===== config.mk =====
export PLATFORM = sky130hd
export DESIGN_NAME = vrp_rot
export DESIGN_NICKNAME = d
export VERILOG_FILES = /design/src/design/vrp_pkg.sv /design/src/design/vrp_rot.sv
export SDC_FILE = /design/constraint.sdc
export NUM_CORES = 2
export LEC_CHECK = 0
export ABC_AREA = 1
export BUFFER_PORTS_ARGS = -buffer_cell sky130_fd_sc_hd__buf_2
export CAP_MARGIN = 10
export CORE_MARGIN = 8
export CORE_UTILIZATION = 47
export CTS_CLUSTER_SIZE = 25
export DETAILED_ROUTE_END_ITERATION = 7
export GPL_TIMING_DRIVEN = 0
export PLACE_DENSITY_LB_ADDON = 0.3
export SKIP_LAST_GASP = 1
export SLEW_MARGIN = 15
export SYNTH_ARGS = -nofsm -noshare
export SYNTH_HDL_FRONTEND = slang
export SYNTH_SLANG_ARGS = --single-unit

===== constraint.sdc =====
create_clock -name i_clk -period 8.4 [get_ports i_clk]
set_input_delay 1.26 -clock i_clk [delete_from_list [all_inputs] [get_ports i_clk]]
set_output_delay 1.26 -clock i_clk [all_outputs]
set_load 0.02 [all_outputs]

===== src/design/vrp_pkg.sv =====
// Shared types, constants and tables for the vertex rotate and project pipeline.
package vrp_pkg;

    localparam int COORD_W    = 18;             // rotated coordinate, Q.8 with headroom
    localparam int TRIG_W     = 16;             // Q1.14 sine and cosine
    localparam int PROD_W     = COORD_W + TRIG_W;
    localparam int CORDIC_W   = 34;             // Q2.30 with guard bits
    localparam int ZACC_W     = 25;             // angle accumulator, 2^-24 turn units
    localparam int NUM_STEPS  = 16;
    localparam int STEP_W     = 4;
    localparam int NUM_AXES   = 3;
    localparam int DEN_W      = 18;             // positive eye distance plus z
    localparam int DIV_W      = DEN_W + 1;      // divisor is twice the distance
    localparam int QUOT_W     = 17;
    localparam int NUM_W      = 32;             // rounding numerator
    localparam int MAG_W      = 31;             // magnitude times scale
    localparam int PROJ_LAT   = QUOT_W + 3;
    localparam int ROT_LAT    = 6;
    localparam int TOTAL_LAT  = ROT_LAT + PROJ_LAT;

    localparam logic signed [CORDIC_W-1:0] CORDIC_GAIN = 34'sd652032874;
    localparam logic signed [TRIG_W-1:0]   TRIG_ONE    = 16'sd16384;
    localparam logic signed [DIV_W-1:0]    EYE_DIST    = 19'sd768;
    localparam logic [MAG_W-1:0]           PROJ_SCALE  = 31'd4800;

    localparam logic [1:0] AXIS_X = 2'd0;
    localparam logic [1:0] AXIS_Y = 2'd1;
    localparam logic [1:0] AXIS_Z = 2'd2;

    typedef struct packed {
        logic signed [15:0] in_x;
        logic signed [15:0] in_y;
        logic signed [15:0] in_z;
    } t_vertex;

    typedef struct packed {
        logic signed [15:0] screen_x;
        logic signed [15:0] screen_y;
        logic signed [15:0] depth_z;
        logic               behind_eye;
    } t_result;

    typedef struct packed {
        logic signed [TRIG_W-1:0] cs;
        logic signed [TRIG_W-1:0] sn;
    } t_trig;

    typedef enum logic [1:0] {
        SC_IDLE,
        SC_RUN,
        SC_FINISH
    } t_sc_state;

    // atan(2^-i) in units of 2^-24 turn
    function automatic logic signed [ZACC_W-1:0] step_angle(input logic [STEP_W-1:0] idx);
        logic signed [ZACC_W-1:0] a;
        case (idx)
            4'd0:    a = 25'sd2097152;
            4'd1:    a = 25'sd1238021;
            4'd2:    a = 25'sd654136;
            4'd3:    a = 25'sd332050;
            4'd4:    a = 25'sd166669;
            4'd5:    a = 25'sd83416;
            4'd6:    a = 25'sd41718;
            4'd7:    a = 25'sd20860;
            4'd8:    a = 25'sd10430;
            4'd9:    a = 25'sd5215;
            4'd10:   a = 25'sd2608;
            4'd11:   a = 25'sd1304;
            4'd12:   a = 25'sd652;
            4'd13:   a = 25'sd326;
            4'd14:   a = 25'sd163;
            4'd15:   a = 25'sd81;
            default: a = 25'sd0;
        endcase
        return a;
    endfunction

endpackage


===== src/design/vrp_rot.sv =====
// Two-stage plane rotation: p = a*c - b*s, q = a*s + b*c, rounded from Q1.14.
module vrp_rot (
    input  logic                                i_clk,
    input  logic                                i_rst_n,
    input  logic                                i_valid,
    input  logic signed [vrp_pkg::COORD_W-1:0]  i_a,
    input  logic signed [vrp_pkg::COORD_W-1:0]  i_b,
    input  vrp_pkg::t_trig                      i_trig,
    output logic                                o_valid,
    output logic signed [vrp_pkg::COORD_W-1:0]  o_p,
    output logic signed [vrp_pkg::COORD_W-1:0]  o_q
);
    import vrp_pkg::*;

    localparam int SUM_W = PROD_W + 1;

    logic                      r_v1, r_v2;
    logic signed [PROD_W-1:0]  r_ac, r_bs, r_as, r_bc;
    logic signed [PROD_W-1:0]  n_ac, n_bs, n_as, n_bc;
    logic signed [SUM_W-1:0]   sum_p, sum_q;
    logic signed [COORD_W-1:0] r_p, r_q;

    always_comb begin
        n_ac  = i_a * i_trig.cs;
        n_bs  = i_b * i_trig.sn;
        n_as  = i_a * i_trig.sn;
        n_bc  = i_b * i_trig.cs;
        sum_p = SUM_W'(r_ac) - SUM_W'(r_bs) + SUM_W'(8192);
        sum_q = SUM_W'(r_as) + SUM_W'(r_bc) + SUM_W'(8192);
    end

    always_ff @(posedge i_clk) begin
        if (!i_rst_n) begin
            r_v1 <= 1'b0;
            r_v2 <= 1'b0;
        end else begin
            r_v1 <= i_valid;
            r_v2 <= r_v1;
        end
    end

    always_ff @(posedge i_clk) begin
        r_ac <= n_ac;
        r_bs <= n_bs;
        r_as <= n_as;
        r_bc <= n_bc;
        r_p  <= sum_p[COORD_W+13:14];
        r_q  <= sum_q[COORD_W+13:14];
    end

    assign o_valid = r_v2;
    assign o_p     = r_p;
    assign o_q     = r_q;

endmodule


After elaboration in Yosys (flattened, before gate mapping)
Cells that the tools add are included.
{"block": "totals", "ff_bits": 166, "latchBits": 0, "ramBits": 0, "rom_bits": 0, "input_bits": 71, "out_inout_bits": 37, "wordCells": 16, "n_memories": 0}
{"block": "classes", "n_addsub": 4, "n_mul": 4, "n_div": 0, "n_lt_le_gt_ge": 0, "eq_ne": 0, "n_shift": 0, "muxes": 0, "bitwise_logic": 0, "reduce_logical": 0}
{"operator": "multiplier 18 x 16 -> 32 bit", "count": 4}
{"operator": "adder 32 x 15 -> 32 bit, second input constant", "count": 2}
{"operator": "adder 32 bit", "count": 1}
{"operator": "subtractor 32 bit", "count": 1}

Depth between registers and ports, before layout
{"block": "depth", "depth_word": 2, "mapped_depth": 28, "depth_no_buf": 26}

Worst setup path before layout
OpenSTA, ideal clock, no wires.
{"block": "synth_path", "path_type": "input -> register", "from": "input port i_a[17] in the netlist's numbering", "to": "register r_ac[31]", "setup_ns": 0.113, "t_arrival_ns": 6.367, "t_required_ns": 8.287, "path_slack_ns": 1.920, "stages": 23, "n_path_buf": 2, "cell_sequence": "clkbuf_1 > buf_1 > nand2_1 > inv_1 > fa_1 > inv_1 > fa_1 > inv_1 > fa_1 > fa_1 > inv_1 > fa_1 > inv_1 > fa_1 > ha_1 > nand2_1 > nor2_1 > nand2_1 > nor2_1 > nand2_1 > nand3_1 > nand3b_1 > nand2_1"}
{"block": "synth_via", "elab_chain_len": 1}
{"element": "start, declared", "line": "vrp_rot.sv:6", "source": "input logic signed [vrp_pkg::COORD_W-1:0] i_a,"}
{"element": "multiplier 18 x 16 -> 32 bit", "line": "vrp_rot.sv:24", "source": "n_ac = i_a * i_trig.cs;"}
{"element": "via n_ac[31]", "line": "vrp_rot.sv:19", "source": "logic signed [PROD_W-1:0] n_ac, n_bs, n_as, n_bc;"}
{"element": "end signal, assigned", "line": "vrp_rot.sv:43", "source": "r_ac <= n_ac;"}
{"element": "end, declared", "line": "vrp_rot.sv:18", "source": "logic signed [PROD_W-1:0] r_ac, r_bs, r_as, r_bc;"}
The timed path passes the listed nets, and every way through them passes these cells.
A chain may end at the register's enable or synchronous reset.

Worst setup path in the final report
{"block": "layout_path", "from": "input port i_b[17] in the netlist's numbering", "to": "register r_bc[28]"}
{"block": "layout_via", "elab_chain_len": 1}
{"element": "start, declared", "line": "vrp_rot.sv:7", "source": "input logic signed [vrp_pkg::COORD_W-1:0] i_b,"}
{"element": "multiplier 18 x 16 -> 32 bit", "line": "vrp_rot.sv:27", "source": "n_bc = i_b * i_trig.cs;"}
{"element": "via n_bc[28]", "line": "vrp_rot.sv:19"}
{"element": "end signal, assigned", "line": "vrp_rot.sv:46", "source": "r_bc <= n_bc;"}
{"element": "end, declared", "line": "vrp_rot.sv:18"}
The timed path passes the listed nets, and every way through them passes these cells.

==> results.sh <==
export IMPL_cpMostUsedCell="fa_1"
export IMPL_setup_slack_ns=0.386
export IMPL_path_buf_inv=7
export IMPL_antenna_found_initial=15
export IMPL_grt_use_total_pct=30.8
export IMPL_drive_gt1_share_pct=2.10
export IMPL_syn_area_per_cell_um2=7.67
export IMPL_hpwl_um=159000
export IMPL_dieArea_um2=122000
export IMPL_cts_sinks=166
export IMPL_yosys_warnings=0
export IMPL_rsz0062_at_grt="no"
export IMPL_hold_viol=0
export IMPL_end_kind="flip-flop"
export IMPL_setup_violations=0
export IMPL_ant_nets=0
export IMPL_grt_pass1_wl_um=279000
export IMPL_crit_chain="buf_2 -> clkbuf_1 -> buf_1 -> nand2_1 -> inv_1 -> fa_1 -> inv_1 -> fa_1 -> inv_1 -> fa_1 -> fa_1 -> fa_1 -> fa_1 -> ha_1 -> nand2_1 -> nor2_1 -> nand2_1 -> inv_1 -> nand3_1 -> nand3_1 -> xor2_1"
export IMPL_clock_skew_ns=0.0174
export IMPL_ys_top_cells_by_area="fa_1, inv_1, nand2_1"
export IMPL_die_x_um=349
export IMPL_hold_buffers=0
export IMPL_synth_top_family_by_area="adder cells"
export IMPL_synth_area_um2=52100
export IMPL_synth_largest_area_cell="fa_1"
export IMPL_portBuffers=78
export IMPL_path_max_fanout=10
export IMPL_die_y_um=349
export IMPL_dr_pass1_iters=8
export IMPL_drt_wirelength_per_cell_um=22.0
export IMPL_clk_latency_ns=0.50
export IMPL_crit_path_start_kind="input pin"
export IMPL_gp_congestion=1.03
export IMPL_min_period_ns=8.01
export IMPL_status="completed"
export IMPL_max_freq_ghz=0.125
export IMPL_drt_initial_drc_count=4252
export IMPL_grt_pass1_vias=45100
export IMPL_nets=8518
export IMPL_num_fill_cells=11100
export IMPL_synth_async_reset_ratio_pct=0
export IMPL_clk_path_buf_depth=2
export IMPL_path_class="in -> reg"
export IMPL_yosysUniqueCellTypes=43
export IMPL_yosys_area_share_simple_pct=16.9
export IMPL_root_buffer="clkbuf_16"
export IMPL_yosys_register_bits=166
export IMPL_synth_top_area_share_pct=42.4
export IMPL_critPathTopFamily="adder cells"
export IMPL_maxSlewViolCount=0
export IMPL_synth_yosys_seq_area_share_pct=6.37
export IMPL_cp_slowest_cell="clkbuf_1"
export IMPL_drc=0
export IMPL_cap_violations=0
export IMPL_synth_fa_ha_area_share_pct=53.2
export IMPL_slew_headroom_pct=7.58
export IMPL_min_period_over_period_pct=95.4
export IMPL_cts_tree="built"
export IMPL_clkSlewWorstSetupHoldPaths_ns=0.08
export IMPL_hold_path_class="reg -> reg"
export IMPL_syn_instance_count=6795
export IMPL_synth_ff_type="dfxtp_1"
export IMPL_drt_total_wl_um=185000
export IMPL_required_ns=8.78
export IMPL_pin_count=108
export IMPL_preCtsSetupSlack_ns=-0.123
export IMPL_start_util_pct=47.2
export IMPL_synth_most_common_cell="inv_1"
export IMPL_num_vias=43900
export IMPL_rows=122
export IMPL_syn_num_nets=8420
export IMPL_synth_compound_area_share_pct=4.60
export IMPL_crit_arrival_ns=8.39
export IMPL_core_area_um2=110000
export IMPL_muxShareOfSynthArea_pct=0
export IMPL_htree_levels=4
export IMPL_grt_max_degree=19
export IMPL_cts_buffers=17
export IMPL_tightest_slew_ns=1.39
export IMPL_gr_total_overflow=0
export IMPL_via_per_inst=5.23
export IMPL_max_stage_delay_ns=0.86
export IMPL_ys_top_cells_by_count="inv_1, nand2_1, fa_1"
export IMPL_areaGrowthSynthToFinish_pct=5.59
export IMPL_synth_edf_count=0
export IMPL_synth_xor_area_share_pct=2.47
## tightest hold or removal path, stage by stage, from the launching register on
cell	delay, ns
dfxtp_1	0.30
nand2_1	0.05
inv_1	0.03
## cell usage in the layout, fill, tap and decap left out, types with 9 or more instances in the layout
| master | count |
|---|---|
| a21o_1 | 39 |
| buf_2 | 81 |
| clkbuf_2 | 9 |
| nor2_1 | 285 |
| nand4_1 | 48 |
| o21bai_1 | 37 |
| dfxtp_1 | 166 |
| xnor2_1 | 35 |
| nand3_1 | 152 |
| nand3b_1 | 13 |
| a21oi_1 | 193 |
| a31oi_1 | 11 |
| inv_1 | 2044 |
| xor2_1 | 110 |
| a21boi_0 | 10 |
| ha_1 | 450 |
| nor3_1 | 25 |
| fa_1 | 1104 |
| buf_1 | 15 |
| clkbuf_16 | 17 |
| clkbuf_1 | 207 |
| o21ai_1 | 10 |
| o21ai_0 | 99 |
| nand2_1 | 1679 |
## registers in the layout, summed over array words and instances (netlist names)
name / flops
o_p: 18
r_v1: 1
o_q: 18
r_ac: 32
r_bc: 32
r_as: 32
r_bs: 32
o_valid: 1
## area by class of cell
type	count	area, um^2	share of cell area (%)
Clock inverter	15	205	0.373
Tap cell	1488	1860	3.38
Inverter	2048	7690	14.0
Multi-Input combinational cell	4346	40200	73.1
Buffer	235	901	1.64
Antenna cell	3	7.51	0.0136
Sequential cell	166	3320	6.04
Clock buffer	17	425	0.773
Timing Repair Buffer	79	402	0.730
## metal layers
metal  up-vias  global-route usage, %  wire (um)  share of wire (%)
met1     21900                   43.0      77800                 42
li1      19600                      -          -                  -
met3       388                   7.48      20200                 11
met2      1961                   46.7      79400                 43
met5         -                      0         68              0.037
met4         6                   10.7       7450                4.0
## logic make-up (layout without fill, tap and decap cells)
family	after synthesis	in the layout
AOI/OAI and AO/OA	420	420
xor gates and xnor gates	146	146
adders and majority gates	1554	1554
buffers and inverters	2283	2394
DFF	166	166
other	0	3
and+or+nand+nor	2226	2226
## repair_timing
action / 4_1_cts / 5_1_grt
setup buffers: 0 / 0
endpoints found under the setup margin: 0 / 1
gates resized for setup: 0 / 2
hold endpoints to repair: 0 / 0
## stage by stage
stage | std cells | hold slack [ns] | setup TNS (ns) | instance area [um^2] | util, %
3_5_place_dp | 8361 | 0.403 | -0.251 | 54400 | 49.3
3_3_place_gp | 8361 | 0.396 | -0.153 | 54400 | 49.3
4_1_cts | 8393 | 0.420 | 0 | 55000 | 49.9
5_1_grt | 8394 | 0.436 | 0 | 55000 | 49.9
6_report | 8397 | 0.418 | 0 | 55100 | 49.9
2_1_floorplan | 6795 | 0.390 | 0 | 52100 | -
## worst paths after layout
check,startpoint,endpoint,slack (ns),depth (start not counted)
setup / recovery,i_b[17],r_bc[28],0.39,21
setup reg to reg,r_bs[18],o_p[6],5.85,10
hold reg to reg,r_v1,o_valid,0.42,2
hold / removal,r_v1,o_valid,0.42,2
Power is left out: the tool's default activity adds up to more than one toggle a clock period on the data nets, which glitch-free logic cannot reach.
