==> config.mk <==
export PLATFORM = sky130hd
export DESIGN_NAME = vrp_proj
export DESIGN_NICKNAME = d
export VERILOG_FILES = /design/src/design/vrp_pkg.sv /design/src/design/vrp_proj.sv
export SDC_FILE = /design/constraint.sdc
export NUM_CORES = 2
export LEC_CHECK = 0
export CORE_MARGIN = 2
export CORE_UTILIZATION = 64
export CTS_BUF_LIST = sky130_fd_sc_hd__clkbuf_4 sky130_fd_sc_hd__clkbuf_8 sky130_fd_sc_hd__clkbuf_16
export DETAILED_ROUTE_END_ITERATION = 8
export DONT_BUFFER_PORTS = 1
export GPL_TIMING_DRIVEN = 0
export PLACE_DENSITY_LB_ADDON = 0.08
export SYNTH_ARGS = -nofsm -noshare
export SYNTH_HDL_FRONTEND = slang
export SYNTH_SLANG_ARGS = --single-unit
==> constraint.sdc <==
create_clock -name i_clk -period 8.15 [get_ports i_clk]
set_clock_uncertainty 0.1 [all_clocks]
set_input_delay 1.2225 -clock i_clk [delete_from_list [all_inputs] [get_ports i_clk]]
set_output_delay 1.2225 -clock i_clk [all_outputs]
set_load 0.1 [all_outputs]
==> src/design/vrp_pkg.sv <==
// Shared types, constants and tables for the vertex rotate and project pipeline.
package vrp_pkg;

    localparam int COORD_W    = 18;             // rotated coordinate, Q.8 with headroom
    localparam int TRIG_W     = 16;             // Q1.14 sine and cosine
    localparam int PROD_W     = COORD_W + TRIG_W;
    localparam int CORDIC_W   = 34;             // Q2.30 with guard bits
    localparam int ZACC_W     = 25;             // angle accumulator, 2^-24 turn units
    localparam int NUM_STEPS  = 16;
    localparam int STEP_W     = 4;
    localparam int NUM_AXES   = 3;
    localparam int DEN_W      = 18;             // positive eye distance plus z
    localparam int DIV_W      = DEN_W + 1;      // divisor is twice the distance
    localparam int QUOT_W     = 17;
    localparam int NUM_W      = 32;             // rounding numerator
    localparam int MAG_W      = 31;             // magnitude times scale
    localparam int PROJ_LAT   = QUOT_W + 3;
    localparam int ROT_LAT    = 6;
    localparam int TOTAL_LAT  = ROT_LAT + PROJ_LAT;

    localparam logic signed [CORDIC_W-1:0] CORDIC_GAIN = 34'sd652032874;
    localparam logic signed [TRIG_W-1:0]   TRIG_ONE    = 16'sd16384;
    localparam logic signed [DIV_W-1:0]    EYE_DIST    = 19'sd768;
    localparam logic [MAG_W-1:0]           PROJ_SCALE  = 31'd4800;

    localparam logic [1:0] AXIS_X = 2'd0;
    localparam logic [1:0] AXIS_Y = 2'd1;
    localparam logic [1:0] AXIS_Z = 2'd2;

    typedef struct packed {
        logic signed [15:0] in_x;
        logic signed [15:0] in_y;
        logic signed [15:0] in_z;
    } t_vertex;

    typedef struct packed {
        logic signed [15:0] screen_x;
        logic signed [15:0] screen_y;
        logic signed [15:0] depth_z;
        logic               behind_eye;
    } t_result;

    typedef struct packed {
        logic signed [TRIG_W-1:0] cs;
        logic signed [TRIG_W-1:0] sn;
    } t_trig;

    typedef enum logic [1:0] {
        SC_IDLE,
        SC_RUN,
        SC_FINISH
    } t_sc_state;

    // atan(2^-i) in units of 2^-24 turn
    function automatic logic signed [ZACC_W-1:0] step_angle(input logic [STEP_W-1:0] idx);
        logic signed [ZACC_W-1:0] a;
        case (idx)
            4'd0:    a = 25'sd2097152;
            4'd1:    a = 25'sd1238021;
            4'd2:    a = 25'sd654136;
            4'd3:    a = 25'sd332050;
            4'd4:    a = 25'sd166669;
            4'd5:    a = 25'sd83416;
            4'd6:    a = 25'sd41718;
            4'd7:    a = 25'sd20860;
            4'd8:    a = 25'sd10430;
            4'd9:    a = 25'sd5215;
            4'd10:   a = 25'sd2608;
            4'd11:   a = 25'sd1304;
            4'd12:   a = 25'sd652;
            4'd13:   a = 25'sd326;
            4'd14:   a = 25'sd163;
            4'd15:   a = 25'sd81;
            default: a = 25'sd0;
        endcase
        return a;
    endfunction

endpackage

==> src/design/vrp_proj.sv <==
// Perspective divide of one coordinate: round(4800*num/den), one quotient bit per stage.
module vrp_proj (
    input  logic                                i_clk,
    input  logic                                i_rst_n,
    input  logic                                i_valid,
    input  logic signed [vrp_pkg::COORD_W-1:0]  i_num,
    input  logic [vrp_pkg::DEN_W-1:0]           i_den,
    output logic                                o_valid,
    output logic signed [15:0]                  o_screen
);
    import vrp_pkg::*;

    logic                 r_va;
    logic [MAG_W-1:0]     r_m;
    logic [DEN_W-1:0]     r_den;
    logic                 r_nega;
    logic [COORD_W-1:0]   mag;
    logic [NUM_W-1:0]     np;
    logic [DIV_W-1:0]     dvs;

    logic [DIV_W-1:0]     r_rem [QUOT_W+1];
    logic [QUOT_W-1:0]    r_q   [QUOT_W+1];
    logic [QUOT_W-1:0]    r_nlo [QUOT_W+1];
    logic [DIV_W-1:0]     r_dvs [QUOT_W+1];
    logic                 r_neg [QUOT_W+1];
    logic                 r_ovf [QUOT_W+1];
    logic                 r_v   [QUOT_W+1];

    logic                 r_vo;
    logic signed [15:0]   r_out, n_out;
    logic [QUOT_W-1:0]    qf;

    always_comb begin
        mag = i_num[COORD_W-1] ? COORD_W'(-i_num) : COORD_W'(i_num);
        np  = {r_m, 1'b0} + NUM_W'(r_den);
        dvs = {r_den, 1'b0};
    end

    always_ff @(posedge i_clk) begin
        if (!i_rst_n) begin
            r_va   <= 1'b0;
            r_v[0] <= 1'b0;
        end else begin
            r_va   <= i_valid;
            r_v[0] <= r_va;
        end
    end

    always_ff @(posedge i_clk) begin
        r_m      <= MAG_W'(mag) * PROJ_SCALE;
        r_den    <= i_den;
        r_nega   <= i_num[COORD_W-1];
        // quotient past 17 bits saturates anyway
        r_ovf[0] <= ({4'h0, np} >= {dvs, 17'h00000});
        r_rem[0] <= DIV_W'(np[NUM_W-1:QUOT_W]);
        r_nlo[0] <= np[QUOT_W-1:0];
        r_q[0]   <= '0;
        r_dvs[0] <= dvs;
        r_neg[0] <= r_nega;
    end

    for (genvar k = 0; k < QUOT_W; k++) begin : g_div
        logic [DIV_W:0] t;
        logic           ge;
        assign t  = {r_rem[k], r_nlo[k][QUOT_W-1-k]};
        assign ge = (t >= {1'b0, r_dvs[k]});

        always_ff @(posedge i_clk) begin
            if (!i_rst_n) begin
                r_v[k+1] <= 1'b0;
            end else begin
                r_v[k+1] <= r_v[k];
            end
        end

        always_ff @(posedge i_clk) begin
            r_rem[k+1] <= ge ? DIV_W'(t - {1'b0, r_dvs[k]}) : t[DIV_W-1:0];
            r_q[k+1]   <= {r_q[k][QUOT_W-2:0], ge};
            r_nlo[k+1] <= r_nlo[k];
            r_dvs[k+1] <= r_dvs[k];
            r_neg[k+1] <= r_neg[k];
            r_ovf[k+1] <= r_ovf[k];
        end
    end

    always_comb begin
        qf = r_q[QUOT_W];
        if (!r_neg[QUOT_W]) begin
            if (r_ovf[QUOT_W] || qf > 17'd32767) begin
                n_out = 16'sh7fff;
            end else begin
                n_out = qf[15:0];
            end
        end else begin
            if (r_ovf[QUOT_W] || qf > 17'd32768) begin
                n_out = -16'sh8000;
            end else begin
                n_out = -qf[15:0];
            end
        end
    end

    always_ff @(posedge i_clk) begin
        if (!i_rst_n) begin
            r_vo <= 1'b0;
        end else begin
            r_vo <= r_v[QUOT_W];
        end
    end

    always_ff @(posedge i_clk) begin
        r_out <= n_out;
    end

    assign o_valid  = r_vo;
    assign o_screen = r_out;

endmodule

### Word-level counts from Yosys, hierarchy flattened

Memories as Yosys holds them, arrays and structs flattened. A register that Yosys moved wholly into a read port is not among the register bits.
Cells that the tools add are included.

| storage, ports and cells | value |
|---|---|
| flip-flop bits (word level) | 61 |
| bits in writable memories | 1350 |
| bits of input ports | 39 |
| output and inout bits | 17 |
| word-level logic and storage cells | 115 |
| memories | 7 |

Memory list:

| memory | depth | bits a word | read ports | clocked after Yosys merged registers in | wr ports | line | RTL |
|---|---|---|---|---|---|---|---|
| r_dvs | 18 | 19 | 17 | 0 | 18 | vrp_proj.sv:24 | `logic [DIV_W-1:0] r_dvs [QUOT_W+1];` |
| r_rem | 18 | 19 | 17 | 0 | 18 | vrp_proj.sv:21 | `logic [DIV_W-1:0] r_rem [QUOT_W+1];` |
| r_nlo | 18 | 17 | 17 | 0 | 18 | vrp_proj.sv:23 | `logic [QUOT_W-1:0] r_nlo [QUOT_W+1];` |
| r_q | 18 | 17 | 18 | 0 | 18 | vrp_proj.sv:22 | `logic [QUOT_W-1:0] r_q [QUOT_W+1];` |
| r_neg | 18 | 1 | 18 | 0 | 18 | vrp_proj.sv:25 | `logic r_neg [QUOT_W+1];` |
| r_ovf | 18 | 1 | 18 | 0 | 18 | vrp_proj.sv:26 | `logic r_ovf [QUOT_W+1];` |
| +1 memories | n/a | n/a | n/a | n/a | n/a | n/a |  |

| operators by class | value |
|---|---|
| $add $sub $neg | 20 |
| multipliers | 1 |
| $lt $le $gt $ge | 20 |
| muxes and demuxes | 41 |
| bitwise logic cells | 18 |
| reduce and logical (&&, ||, !) cells | 3 |

Operators with widths:

| cell | count |
|---|---|
| greater-or-equal comparator 20 x 19 -> 1 bit | 17 |
| 2-to-1 mux 19 bit | 17 |
| subtractor 19 bit | 17 |
| 2-to-1 mux 16 bit | 3 |
| greater-or-equal comparator 32 x 36 -> 1 bit | 1 |
| adder 32 x 18 -> 32 bit | 1 |
| multiplier 18 x 7 -> 25 bit, second input constant | 1 |
| 2-to-1 mux 1 bit | 20 |
| 2-to-1 mux 18 bit | 1 |
| negation 18 bit | 1 |
| OR 1 bit | 18 |
| > comparator 17 x 15 -> 1 bit, second input constant | 1 |
| > comparator 17 x 16 -> 1 bit, second input constant | 1 |
| negation 16 bit | 1 |
| logical OR 1 bit | 2 |
| zero test 1 bit | 1 |

### Depth between registers and ports, before layout

An unclocked memory read counts as a cell.

| depth | value |
|---|---|
| depth in word-level cells | 5 |
| depth in mapped cells | 22 |

### Worst setup path before layout

Ideal clock, no wire load.

| path | value |
|---|---|
| kind | in2reg |
| from | in i_num[1] in the netlist's numbering |
| to | reg r_m[28] |
| data arrival time | 6.183 ns |
| setup slack | 1.795 ns |
| stages | 22 |
| path buffers | 0 |
| path through | inv_1 ha_1 nand2_1 or3_1 or4_1 o21ai_0 nand2_1 xor2_1 ha_1 ha_1 fa_1 inv_1 fa_1 inv_1 ha_1 nand3_1 o41ai_1 a31oi_1 o21a_1 a211o_1 o21bai_1 xor2_1 |

| between the ends | value |
|---|---|
| cells in the longest elaborated chain, start to end | 3 |

RTL lines:

| item | line | RTL |
|---|---|---|
| start: declaration | vrp_proj.sv:6 | `input logic signed [vrp_pkg::COORD_W-1:0] i_num,` |
| negation 18 bit | vrp_proj.sv:34 | `mag = i_num[COORD_W-1] ? COORD_W'(-i_num) : COORD_W'(i_num);` |
| 2-to-1 mux 18 bit (*) | vrp_proj.sv:34 |  |
| multiplier 18 x 7 -> 25 bit (*) | vrp_proj.sv:50 | `r_m <= MAG_W'(mag) * PROJ_SCALE;` |
| end signal: assignment | vrp_proj.sv:50 |  |
| end: declaration | vrp_proj.sv:14 | `logic [MAG_W-1:0] r_m;` |

Every way passes the cells marked *; elsewhere a longest branch is shown, timed or not.
A chain may end at the register's enable or synchronous reset.

### Worst setup path in the final report

Same ends and word-level chain as after synthesis.

==> impl_metrics.toml <==
[clocking]
cts_resized = 0
clock_path_buffers = 3
cts_made_buffers = 93
cts_htree_levels = 3
clk_latency_ns = 0.66
postCtsSetupRepairBufs = 0
cts_hold_repair.buffers = 0
clockRootBuffer = "clkbuf_16"
cts.sinks = 943
cts_tree = "done"
cts.clk_slew.worst_paths_ns = 0.06

[logic_synthesis]
yosysSeqAreaShare_pct = 44.8
synth_area_per_cell_sq_um = 9.78
synth_top_area_share_pct = 44.8
yosys_warnings = 0
synthDistinctLibCells = 86
async_flop_share_pct = 0
synth-edff-count = 0
synth_fa_ha_area_share_pct = 13.8
syn-instance-count = 4310
synth_area_leaders = "dfxtp_1, ha_1, inv_1"
muxShareOfSynthArea_pct = 3.55
synth_top_family_by_area = "compound AO/OA/AOI/OAI gates"
synth-xor-area-share_pct = 5.30
synth_compound_area_share_pct = 16.6
synth_ff_type = "dfxtp_1"
synth_area_sq_um = 42200
yosysTopAreaCell = "dfxtp_1"
ys_ff_latch = 943
synth-simple-area-share_pct = 11.1
synthesis.nets = 4789

[floorplanning]
fp.dieArea_sq_um = 67900
rows = 94
core-area_sq_um = 65500
io_pins = 56
initial_utilization_pct = 64.4
fp.dieH_microns = 261
fp.dieW_microns = 261

[sta]
rsz0062_at_grt = "no"
report.final.setup_viol = 0
fin_crit_ns = 6.39
whs_ns = 0.206
fin_crit_sh_pct = 78.4
max_slew.worst_pin.slew_ns = 1.50
drv_slew = 9
max_freq_mhz = 156
finalHoldViolations = 0
tns_ns = 0
relSlewSlack_pct = -0.909

[cells_and_area]
multi_input_comb_area_sq_um = 21200
final_layout_size_suffix_gt1_share_pct = 7.49
nFillCells = 5041
final_common_cell = "dfxtp_1"
final_cell_mix = "dfxtp_1, inv_1, ha_1"
finalNonFillerCells = 5338
area_delta_synth_final_pct = 10.2
nets = 4884
seq_area_sq_um = 18900

[pwr]
p_leak_uw = 0.0214
ir_drop_v = 0.000239
power.density_nw_per_um2 = 466

[placement]
gp_congestion = 0.911
dp.cells = 5174
port_buffers = 0
hpwl_mm = 71.6

[route]
ant_nets = 0
dr.first_iter.drc_count = 2334
num_vias = 30800
wl_per_cell_microns = 17.6
viasPerCell = 5.76
drtPass1Iterations = 6
routed_wl_mm = 93.8
drc = 0

[global_routing]
gr-total-overflow = 0
grt_pass1_wl_mm = 152
grt_pass1_vias = 29400
grt_use_total_pct = 27.7
grt_max_degree = 16
antenna_found_initial = 2

[worst_setup_path]
worst_path_largest_cell_delay_ns = 0.53
critPathKind = "in -> reg"
cpMaxStageDelayCell = "fa_1"
cp-end-kind = "flop"
required_ns = 8.62
crit_chain = "inv_1 -> ha_1 -> nand2_1 -> or3_1 -> or4_1 -> o21ai_0 -> nand2_1 -> xor2_1 -> ha_1 -> ha_1 -> fa_1 -> inv_1 -> fa_1 -> inv_1 -> ha_1 -> nand3_1 -> o41ai_1 -> a31oi_1 -> o21a_1 -> a211o_1 -> o21bai_1 -> xor2_1"
critPathLaunchType = "primary input"
critPathMaxFanout = 7
arrival_ns = 6.86
crit_top_cell = "ha_1"

[run_status]
violations = "capacitance limit, slew limit"
outcome = "finished, violations left"

[flow_run]
maxCapViolCount = 1

[hold_path]
min-delay-path-class = "reg -> reg"
power by group:
part	switching, uW	internal [uW]	total, uW
sequential	1120	6120	7250
clock	1780	2660	4440
combinational	5580	4380	9960
total	8480	13200	21600
per-stage QoR:
stage | area, sq um | setup WS [ns] | util, % | total power, uW
2_1_floorplan | 42200 | 1.80 | - | 14700
3_3_place_gp | 43200 | 1.24 | 66.0 | 16900
3_5_place_dp | 43200 | 1.25 | 66.0 | 17100
4_1_cts | 46500 | 1.86 | 70.9 | 21600
5_1_grt | 46500 | 1.45 | 70.9 | 23200
6_report | 46500 | 1.76 | 70.9 | 21600
critical path, delay by kind of cell:
family,cells,cell delay [ns]
xor+xnor,2,0.46
compound gates,6,1.57
buf+inv,3,0.16
simple gates,5,1.24
fa+ha+maj,6,2.21
sequential cells by signal, indices dropped and copies added (netlist names):
register and count:
r_rem 319, r_v 18, r_dvs 187, r_nlo 168, r_nega 1, r_q 153
r_neg 18, o_valid 1, r_ovf 18, r_m 25, r_va 1, o_screen 16
r_den 18
cells by family after synthesis:
| kind of cell | Yosys count |
|---|---|
| compound gates | 1063 |
| fa+ha+maj | 440 |
| mux | 135 |
| flops | 943 |
| simple gates | 944 |
| xor+xnor | 255 |
| buf+inv | 530 |
final timing paths:
check,cells past startpoint,end,slack [ns],startpoint
setup / recovery,22,r_m[28],1.76,i_num[1]
hold / removal,0,r_q[16][1],0.21,r_q[15][0]
setup reg to reg,17,r_ovf[0],3.04,r_den[7]
hold reg to reg,0,r_q[16][1],0.21,r_q[15][0]
cell usage after synthesis (65+ instances only):
master   instances
dfxtp_1        943
inv_1          466
ha_1           396
nand2_1        294
o21ai_0        291
a21oi_1        235
nor2_1         196
xnor2_1        148
mux2_2         117
xor2_1         107
a21o_1         100
o21a_1          79
nor3_1          65
cell type report:
| class | count | area share, % |
|---|---|---|
| multi-input combinational | 2837 | 45.7 |
| sequential | 943 | 40.6 |
| clock buffer | 122 | 5.75 |
| inverter | 467 | 3.77 |
| tap | 864 | 2.33 |
| clock inverter | 41 | 1.19 |
| buffer | 63 | 0.606 |
| antenna | 1 | 0.00538 |
layer usage:
layer	track usage [%]	vias up	wire, microns
met2	43.3	902	41200
met4	7.97	2	2470
met1	39.4	14400	44400
met3	4.84	169	5750
met5	0	-	13
li1	-	15300	-
No activity file was read; power rests on OpenSTA's default activity.
