$ cat src/design/vrp_pkg.sv
// Shared types, constants and tables for the vertex rotate and project pipeline.
package vrp_pkg;

    localparam int COORD_W    = 18;             // rotated coordinate, Q.8 with headroom
    localparam int TRIG_W     = 16;             // Q1.14 sine and cosine
    localparam int PROD_W     = COORD_W + TRIG_W;
    localparam int CORDIC_W   = 34;             // Q2.30 with guard bits
    localparam int ZACC_W     = 25;             // angle accumulator, 2^-24 turn units
    localparam int NUM_STEPS  = 16;
    localparam int STEP_W     = 4;
    localparam int NUM_AXES   = 3;
    localparam int DEN_W      = 18;             // positive eye distance plus z
    localparam int DIV_W      = DEN_W + 1;      // divisor is twice the distance
    localparam int QUOT_W     = 17;
    localparam int NUM_W      = 32;             // rounding numerator
    localparam int MAG_W      = 31;             // magnitude times scale
    localparam int PROJ_LAT   = QUOT_W + 3;
    localparam int ROT_LAT    = 6;
    localparam int TOTAL_LAT  = ROT_LAT + PROJ_LAT;

    localparam logic signed [CORDIC_W-1:0] CORDIC_GAIN = 34'sd652032874;
    localparam logic signed [TRIG_W-1:0]   TRIG_ONE    = 16'sd16384;
    localparam logic signed [DIV_W-1:0]    EYE_DIST    = 19'sd768;
    localparam logic [MAG_W-1:0]           PROJ_SCALE  = 31'd4800;

    localparam logic [1:0] AXIS_X = 2'd0;
    localparam logic [1:0] AXIS_Y = 2'd1;
    localparam logic [1:0] AXIS_Z = 2'd2;

    typedef struct packed {
        logic signed [15:0] in_x;
        logic signed [15:0] in_y;
        logic signed [15:0] in_z;
    } t_vertex;

    typedef struct packed {
        logic signed [15:0] screen_x;
        logic signed [15:0] screen_y;
        logic signed [15:0] depth_z;
        logic               behind_eye;
    } t_result;

    typedef struct packed {
        logic signed [TRIG_W-1:0] cs;
        logic signed [TRIG_W-1:0] sn;
    } t_trig;

    typedef enum logic [1:0] {
        SC_IDLE,
        SC_RUN,
        SC_FINISH
    } t_sc_state;

    // atan(2^-i) in units of 2^-24 turn
    function automatic logic signed [ZACC_W-1:0] step_angle(input logic [STEP_W-1:0] idx);
        logic signed [ZACC_W-1:0] a;
        case (idx)
            4'd0:    a = 25'sd2097152;
            4'd1:    a = 25'sd1238021;
            4'd2:    a = 25'sd654136;
            4'd3:    a = 25'sd332050;
            4'd4:    a = 25'sd166669;
            4'd5:    a = 25'sd83416;
            4'd6:    a = 25'sd41718;
            4'd7:    a = 25'sd20860;
            4'd8:    a = 25'sd10430;
            4'd9:    a = 25'sd5215;
            4'd10:   a = 25'sd2608;
            4'd11:   a = 25'sd1304;
            4'd12:   a = 25'sd652;
            4'd13:   a = 25'sd326;
            4'd14:   a = 25'sd163;
            4'd15:   a = 25'sd81;
            default: a = 25'sd0;
        endcase
        return a;
    endfunction

endpackage

$ cat src/design/vrp_sincos.sv
// Shared CORDIC sequencer that turns each written angle into cosine and sine.
module vrp_sincos (
    input  logic                                 i_clk,
    input  logic                                 i_rst_n,
    input  logic [vrp_pkg::NUM_AXES-1:0]         i_wr,
    input  logic [vrp_pkg::NUM_AXES-1:0][15:0]   i_angles,
    output vrp_pkg::t_trig [vrp_pkg::NUM_AXES-1:0] o_trig,
    output logic                                 o_busy
);
    import vrp_pkg::*;

    t_sc_state                   r_state, n_state;
    logic [NUM_AXES-1:0]         r_pending, n_pending;
    logic [1:0]                  r_axis, n_axis;
    logic [15:0]                 r_angle, n_angle;
    logic signed [CORDIC_W-1:0]  r_x, n_x, r_y, n_y;
    logic signed [ZACC_W-1:0]    r_z, n_z;
    logic [STEP_W-1:0]           r_step, n_step;
    t_trig [NUM_AXES-1:0]        r_trig, n_trig;

    logic [1:0]                  pick;
    logic signed [CORDIC_W-1:0]  dx, dy, rx, ry;
    logic signed [TRIG_W-1:0]    c0, s0;
    t_trig                       quad_out;

    function automatic logic signed [TRIG_W-1:0] clamp_trig(input logic signed [17:0] v);
        logic signed [TRIG_W-1:0] r;
        if (v > 18'sd16384) begin
            r = TRIG_ONE;
        end else if (v < -18'sd16384) begin
            r = -TRIG_ONE;
        end else begin
            r = v[TRIG_W-1:0];
        end
        return r;
    endfunction

    always_ff @(posedge i_clk) begin
        if (!i_rst_n) begin
            r_state   <= SC_IDLE;
            r_pending <= '0;
            for (int i = 0; i < NUM_AXES; i++) begin
                r_trig[i].cs <= TRIG_ONE;
                r_trig[i].sn <= '0;
            end
        end else begin
            r_state   <= n_state;
            r_pending <= n_pending;
            r_trig    <= n_trig;
        end
    end

    always_ff @(posedge i_clk) begin
        r_axis  <= n_axis;
        r_angle <= n_angle;
        r_x     <= n_x;
        r_y     <= n_y;
        r_z     <= n_z;
        r_step  <= n_step;
    end

    always_comb begin
        pick = AXIS_X;
        for (int i = NUM_AXES - 1; i >= 0; i--) begin
            if (r_pending[i]) pick = 2'(i);
        end
        dx = r_y >>> r_step;
        dy = r_x >>> r_step;
        rx = r_x + 34'sd32768;
        ry = r_y + 34'sd32768;
        if (r_angle[13:0] == 14'd0) begin
            c0 = TRIG_ONE;
            s0 = '0;
        end else begin
            c0 = clamp_trig(rx[CORDIC_W-1:16]);
            s0 = clamp_trig(ry[CORDIC_W-1:16]);
        end
        case (r_angle[15:14])
            2'd0: begin
                quad_out.cs = c0;
                quad_out.sn = s0;
            end
            2'd1: begin
                quad_out.cs = -s0;
                quad_out.sn = c0;
            end
            2'd2: begin
                quad_out.cs = -c0;
                quad_out.sn = -s0;
            end
            default: begin
                quad_out.cs = s0;
                quad_out.sn = -c0;
            end
        endcase
    end

    always_comb begin
        n_state   = r_state;
        n_pending = r_pending;
        n_axis    = r_axis;
        n_angle   = r_angle;
        n_x       = r_x;
        n_y       = r_y;
        n_z       = r_z;
        n_step    = r_step;
        n_trig    = r_trig;
        case (r_state)
            SC_IDLE: begin
                if (|r_pending) begin
                    n_pending[pick] = 1'b0;
                    n_axis  = pick;
                    n_angle = i_angles[pick];
                    n_x     = CORDIC_GAIN;
                    n_y     = '0;
                    n_z     = {3'b000, i_angles[pick][13:0], 8'h00};
                    n_step  = '0;
                    n_state = SC_RUN;
                end
            end
            SC_RUN: begin
                if (!r_z[ZACC_W-1]) begin
                    n_x = r_x - dx;
                    n_y = r_y + dy;
                    n_z = r_z - step_angle(r_step);
                end else begin
                    n_x = r_x + dx;
                    n_y = r_y - dy;
                    n_z = r_z + step_angle(r_step);
                end
                n_step = r_step + 4'd1;
                if (r_step == STEP_W'(NUM_STEPS - 1)) n_state = SC_FINISH;
            end
            SC_FINISH: begin
                n_trig[r_axis] = quad_out;
                n_state = SC_IDLE;
            end
            default: n_state = SC_IDLE;
        endcase
        // a rewrite during a run queues that axis again
        n_pending = n_pending | i_wr;
    end

    assign o_trig = r_trig;
    assign o_busy = (r_state != SC_IDLE) || (|r_pending);

endmodule

$ cat config.mk
export PLATFORM = sky130hd
export DESIGN_NAME = vrp_sincos
export DESIGN_NICKNAME = d
export VERILOG_FILES = /design/src/design/vrp_pkg.sv /design/src/design/vrp_sincos.sv
export SDC_FILE = /design/constraint.sdc
export NUM_CORES = 1
export LEC_CHECK = 0
export ABC_AREA = 1
export BUFFER_PORTS_ARGS = -buffer_cell sky130_fd_sc_hd__clkbuf_2
export CORE_MARGIN = 10
export CORE_UTILIZATION = 60
export DETAILED_ROUTE_END_ITERATION = 8
export GPL_TIMING_DRIVEN = 0
export PLACE_DENSITY = 0.79
export SLEW_MARGIN = 20
export SYNTH_ARGS = -nofsm -noshare
export SYNTH_HDL_FRONTEND = slang
export SYNTH_SLANG_ARGS = --single-unit
export TNS_END_PERCENT = 5
$ cat constraint.sdc
create_clock -name i_clk -period 5.5 [get_ports i_clk]
set_input_delay 0.275 -clock i_clk [delete_from_list [all_inputs] [get_ports i_clk]]
set_output_delay 0.275 -clock i_clk [all_outputs]
set_load 0.005 [all_outputs]
---- After elaboration in Yosys (flattened, before gate mapping) ----
Memory sizes are Yosys's and may differ from the RTL's. A register that Yosys moved wholly into a read port is not among the register bits.
Cells that the tools add are included.
storage, ports and cells
  bits in registers ....................... 216
  memory bits (read-only) ................. 704
  input port bits ......................... 53
  output and inout bits ................... 97
  word-level logic and storage cells ...... 98
  memories ................................ 2
memories
  name             depth  bits a word  read ports  clocked after Yosys merged registers in  wr ports  RTL line       RTL
  (no name shown)  16     22           1           1                                        0         vrp_pkg.sv:57  case (idx)
  (no name shown)  16     22           1           1                                        0         vrp_pkg.sv:57
cells by class
  add/sub/neg operators ................... 11
  $lt $le $gt $ge ......................... 8
  equality and inequality tests ........... 7
  shift-type cells ........................ 2
  muxes and demuxes ....................... 39
  bitwise logic cells ..................... 3
  reductions and logical operators ........ 12
operators by type and width
  operator                number
  $mux 25                 6
  $mux 34                 4
  $pmux 34 s2             2
  $mux 16                 7
  $bwmux 96               1
  $pmux 32 s3             1
  $add 34x17->34 const B  2
  $add 34x34->34          2
  $sshr 34x4->34          2
  $sub 34x34->34          2
  $demux 32 s2            1
  $pmux 25 s2             1
  $gt 18x16->1 const B    2
  $lt 18x15->1 const B    2
  $bmux 16 s2             1
  $mux 32                 1
  $neg 16->16             2
  $add 25x25->25          1
  $sub 25x25->25          1
  $logic_not 14->1        1
  $mux 4                  3
  $mux 2                  5
  $pmux 4 s2              1
  $lt 2x3->1 const B      2
  19 further kinds        29

---- Longest topological paths before layout ----
  word-level depth ........................ 12
  depth in mapped cells ................... 35
  depth with buffers taken out ............ 34

---- Least setup slack after synthesis ----
No wires, ideal clock.
  path kind ............................... flip-flop to flip-flop
  start ................................... register r_step[0]
  end ..................................... register r_x[25], data pin
  library setup time ...................... 262 ps
  arrival time ............................ 3,916 ps
  data required time ...................... 5,238 ps
  setup slack ............................. 1,321 ps
  stages on the path, launching flop included .. 31
  buffers on the path ..................... 2
  period minus slack after synthesis ...... 4,179 ps
  path through ............................ edfxtp_1 -> buf_4 -> buf_4 -> o21ai_0 -> o21ai_0 -> o21ai_0 -> inv_1 -> o21ai_0 -> inv_1 -> ha_1 -> nand2_1 -> nor2_1 -> nand2_1 -> nor2_2 -> nand3_1 -> nand2_1 -> xnor2_1 -> inv_1 -> ha_1 -> a21oi_1 -> inv_1 -> a31oi_1 -> o211ai_1 -> a21oi_1 -> inv_1 -> a21oi_1 -> inv_1 -> a21oi_1 -> o21ai_0 -> a21oi_1 -> o21ai_0
between the ends
  word-level cells in the longest chain between the ends .. 4
  elaborated cells on any way between the ends .. 5
  classes of those cells .................. add/sub (2); shift (1); mux (2)
ends and longest elaborated chain
  item                                              RTL line                              RTL
  from (decl)                                       vrp_sincos.sv:18                      logic [STEP_W-1:0] r_step, n_step;
  from (signal assigned)                            vrp_sincos.sv:59                      r_step <= n_step;
  $sshr 34x4->34 (*)                                vrp_sincos.sv:67                      dx = r_y >>> r_step;
  $sub 34x34->34 or $add 34x34->34 (tied branches)  vrp_sincos.sv:123, vrp_sincos.sv:127
  $mux 34 (*)                                       vrp_sincos.sv:122                     if (!r_z[ZACC_W-1]) begin
  $pmux 34 s2 (*)                                   vrp_sincos.sv:108                     case (r_state)
  to (signal assigned)                              vrp_sincos.sv:56                      r_x <= n_x;
  to (decl)                                         vrp_sincos.sv:16                      logic signed [CORDIC_W-1:0] r_x, n_x, r_y, n_y;
Mark *: on every way between the ends. The rest lies on a longest branch, timed or not.
A chain may end at the register's enable or synchronous reset.

---- Worst setup path in the final report ----
Ends and elaborated chain as after synthesis.

==> summary.txt <==
Run status
  • Outcome: finished with violations
  • Failing checks: setup timing

Final layout
  • Finished Layout Cells: 3944
  • Antenna diode count: 0
  • Fill count: 2967
  • Share of cells above drive strength 1: 0.110
  • Final core occ: 0.682
  • Final nets: 3629
  • Design Area, Final: 23700 sq um
  • Synth-to-Final Area Change: 11.5%

Worst hold path
  • Worst hold-check path type: input pin to flop
  • Hold Path Depth: 3
  • Hold path startpoint: i_angles[15]
  • WHS Endpoint: r_angle[15]

STA
  • Setup violators final: 1
  • Worst Tran Pin Value: 1.12 ns
  • Tmin final: 5.50 ns
  • Worst rel slew slack: 0.252
  • Fin crit share: 1.00
  • Unrepaired setup endpoints after global routing: true
  • Fmax: 0.182 GHz
  • PnR worst setup slack: -0.00187 ns
  • Max-slew violation count: 0
  • Final setup skew: 0.0159 ns
  • Final hold viol count: 0

Floorplan
  • Die span in x: 208 um
  • Die area: 43400 sq um
  • Initial Utilization: 0.612
  • IO Count: 150
  • Num rows: 68
  • Die Height: 208 um
  • Core ar.: 34800 sq um

Synthesis
  • Mapped Area: 21300 sq um
  • Synth Instances: 3280
  • Synth cell types: 63
  • Seq/Total Area, Yosys: 0.278
  • Syn nets: 3440
  • Main flop type after synthesis: dfxtp_1
  • Ys async rst share: 0
  • Syn avg cell area: 6.49 sq um
  • YS warnings: 0
  • Post-synth EDFFs: 115
  • #FFs+latches synth: 238

Clock network
  • H-tree levels: 1
  • Clock Latency Late Sink: 0.56 ns
  • Bufs on Longest Clock Path: 3
  • Num CTS Buffers: 27
  • Clk sink count: 238
  • CTS tree: yes
  • Reg clk slew, reported paths: 0.06 ns
  • Clk Tree Root Cell: clkbuf_16

Power
  • Internal power: 0.00782 W
  • Maximum vdd ir drop: 0.000718 V
  • Leakage: 11.0 nW
  • Sw frac: 0.566
  • Clock Power Share: 0.105
  • Switch Pwr: 0.0102 W
  • Seq pwr share: 0.168
  • Part of the power in combinational logic: 0.727
  • Pwr per Cell Area: 760 nW/um^2
  • Overall Power: 0.0180 W

GRT
  • Vias in the first global route: 22900
  • Largest net degree at the start of global routing: 63
  • GRT overflow: 0
  • GRT Overall Usage: 0.350
  • Initial antenna violation count: 0
  • First-pass GRT wire length: 124 mm

Place
  • RePlAce Congestion: 1.07
  • Placed cell count: 3886
  • DP HPWL: 62.2 mm
  • IO buf count: 149
  • Pre-CTS setup slack: -0.102 ns
  • Cell Area, Placed: 22700 sq um

Setup path
  • Critical Path Slowest Stage Cell: edfxtp_1
  • Worst path bufs/invs: 6
  • Critical Path Fanout Max: 10
  • Setup Crit Path Kind: flop to flop
  • Top Family by Delay on Critical Path: compound AO/OA/AOI/OAI gates
  • WP data required: 5.80 ns
  • Worst reg2reg path depth: 29
  • Worst R2R End: r_x[25]
  • CP startpoint: r_step[0]
  • Critical path startpoint category: flop
  • CP most frequent cell: o21ai_0
  • R2R setup slack: -0.002 ns
  • Critical Path Max Stage Delay: 0.57 ns
  • Reg2reg start: r_step[0]
  • CP arrival: 5.81 ns
  • CP endpoint kind: flop

Route
  • Vias post-DR: 24700
  • Via/cell ratio: 6.26
  • Iteration-0 DRC Markers: 3370
  • 1st-pass router iterations: 9
  • Wirelength per Cell: 20.6 um
  • Routed Antenna Nets: 0
  • Total length of routed wires: 81.3 mm
  • DRC: 0

Flow run
  • Max Cap Viol: 0
## how the worst max path moves through the flow
| stage | end | cells past startpoint |
|---|---|---|
| after floorplan | r_x[25] | 30 |
| after global placement | r_x[33] | 28 |
| after detailed placement | r_x[33] | 29 |
| after CTS | r_x[33] | 29 |
| after global routing | r_x[25] | 30 |
| final | r_x[25] | 29 |
## flip-flops by register name, indices dropped and copies added (netlist names), named ones only
register   count
o_trig        96
r_angle       16
r_axis         2
r_pending      3
r_state        2
r_step         4
r_x           34
r_y           34
r_z           25
## power groups by stage
stage / logic, W / registers (W) / clock network (W)
after global placement: 0.0119 / 0.00299 / 0
after CTS: 0.0125 / 0.00297 / 0.00190
after detailed placement: 0.0123 / 0.00299 / 0
after global routing: 0.0144 / 0.00304 / 0.00196
final: 0.0131 / 0.00303 / 0.00190
after floorplan: 0.00933 / 0.00273 / 0
## cell families after synthesis
logic type	Yosys count	share of synthesized area
XOR/XNOR	106	0.0443
AND/OR/NAND/NOR	1589	0.316
adder cells (fa/ha/maj)	107	0.0640
flip-flops	238	0.278
AO/OA/AOI/OAI	800	0.206
multiplexers	23	0.0108
buffers and inverters	417	0.0813
## area by class of cell
| type | instances | area [sq um] | area share |
|---|---|---|---|
| Clock inverter | 18 | 199 | 0.00838 |
| Tap cell | 455 | 569 | 0.0240 |
| Buffer | 129 | 663 | 0.0279 |
| Sequential cell | 238 | 5920 | 0.249 |
| Timing Repair Buffer | 160 | 857 | 0.0361 |
| Multi-Input combinational cell | 2625 | 13700 | 0.578 |
| Inverter | 288 | 1090 | 0.0458 |
| Clock buffer | 31 | 712 | 0.0300 |
## worst register-to-register path, delay by kind of cell, from the launching register on
family,cells,cell delay [ns]
simple gates,8,1.00
flops,1,0.57
buf+inv,6,0.91
compound gates,12,2.05
fa+ha+maj,2,0.56
xor+xnor,1,0.17
## stage by stage
step / hold WS, ns / TNS (ns)
floorplan: 0.392 / 0
global placement: 0.471 / 0
detailed placement: 0.480 / -0.102
CTS: 0.106 / 0
global route: 0.127 / -1.24
finish: 0.117 / -0.00187
## synth_stat cells (all sizes together), types with 2 or more instances
library cell / n / area, sq um
o21bai: 11 / 82.6
dfxtp: 123 / 2460
o21a: 21 / 158
edfxtp: 115 / 3450
nor4: 7 / 58.8
o211ai: 16 / 120
nand3: 194 / 981
nand2: 863 / 3270
nor2: 398 / 1600
o31ai: 2 / 15.0
a21oi: 257 / 1310
o2111ai: 4 / 35.0
buf: 59 / 387
fa: 3 / 60.1
mux2i: 23 / 230
and3: 2 / 17.5
a221oi: 10 / 87.6
nor3b: 3 / 22.5
nor3: 36 / 200
clkbuf: 70 / 263
o22ai: 7 / 50.1
inv: 284 / 1070
clkinv: 4 / 15.0
or2: 34 / 213
nand3b: 9 / 67.6
xnor2: 52 / 455
and2: 3 / 18.8
ha: 104 / 1300
a31oi: 41 / 257
a211oi: 2 / 15.0
nand4: 38 / 257
a21o: 7 / 52.6
o21ai: 407 / 2060
o221ai: 6 / 52.6
xor2: 54 / 488
a21boi: 3 / 22.5
## cells in the final DEF (no fill, tap or decap), types with 30 or more instances in the layout
cell type  count
xor2_1        52
a21oi_1      246
a31oi_1       40
edfxtp_1     115
inv_1        276
nor3_1        32
nand4_1       35
nor2_1       366
buf_2         30
nand3_1      192
clkbuf_1      70
ha_1         104
o21ai_0      329
dfxtp_1      123
nand2_1      848
o21ai_1       66
clkbuf_2     152
xnor2_1       52
## per-layer routing
layer  global-route usage  up-vias  part of all wire
met1                0.447    11400              0.39
li1                     -    11400                 -
met2                0.551     1572              0.44
met3               0.0890      256              0.13
met4                0.140        2             0.043
met5               0.0126        -           0.00089
## repair_timing
item | CTS | global route
hold buffers | 3 | 0
resized for setup | 2 | 45
pin swaps | 0 | 7
endpoints found under the setup margin | 1 | 27
gates cloned | 0 | 1
endpoints found under the hold margin | 3 | 0
buffers inserted | 0 | 5
No activity file was read; power rests on OpenSTA's default activity.
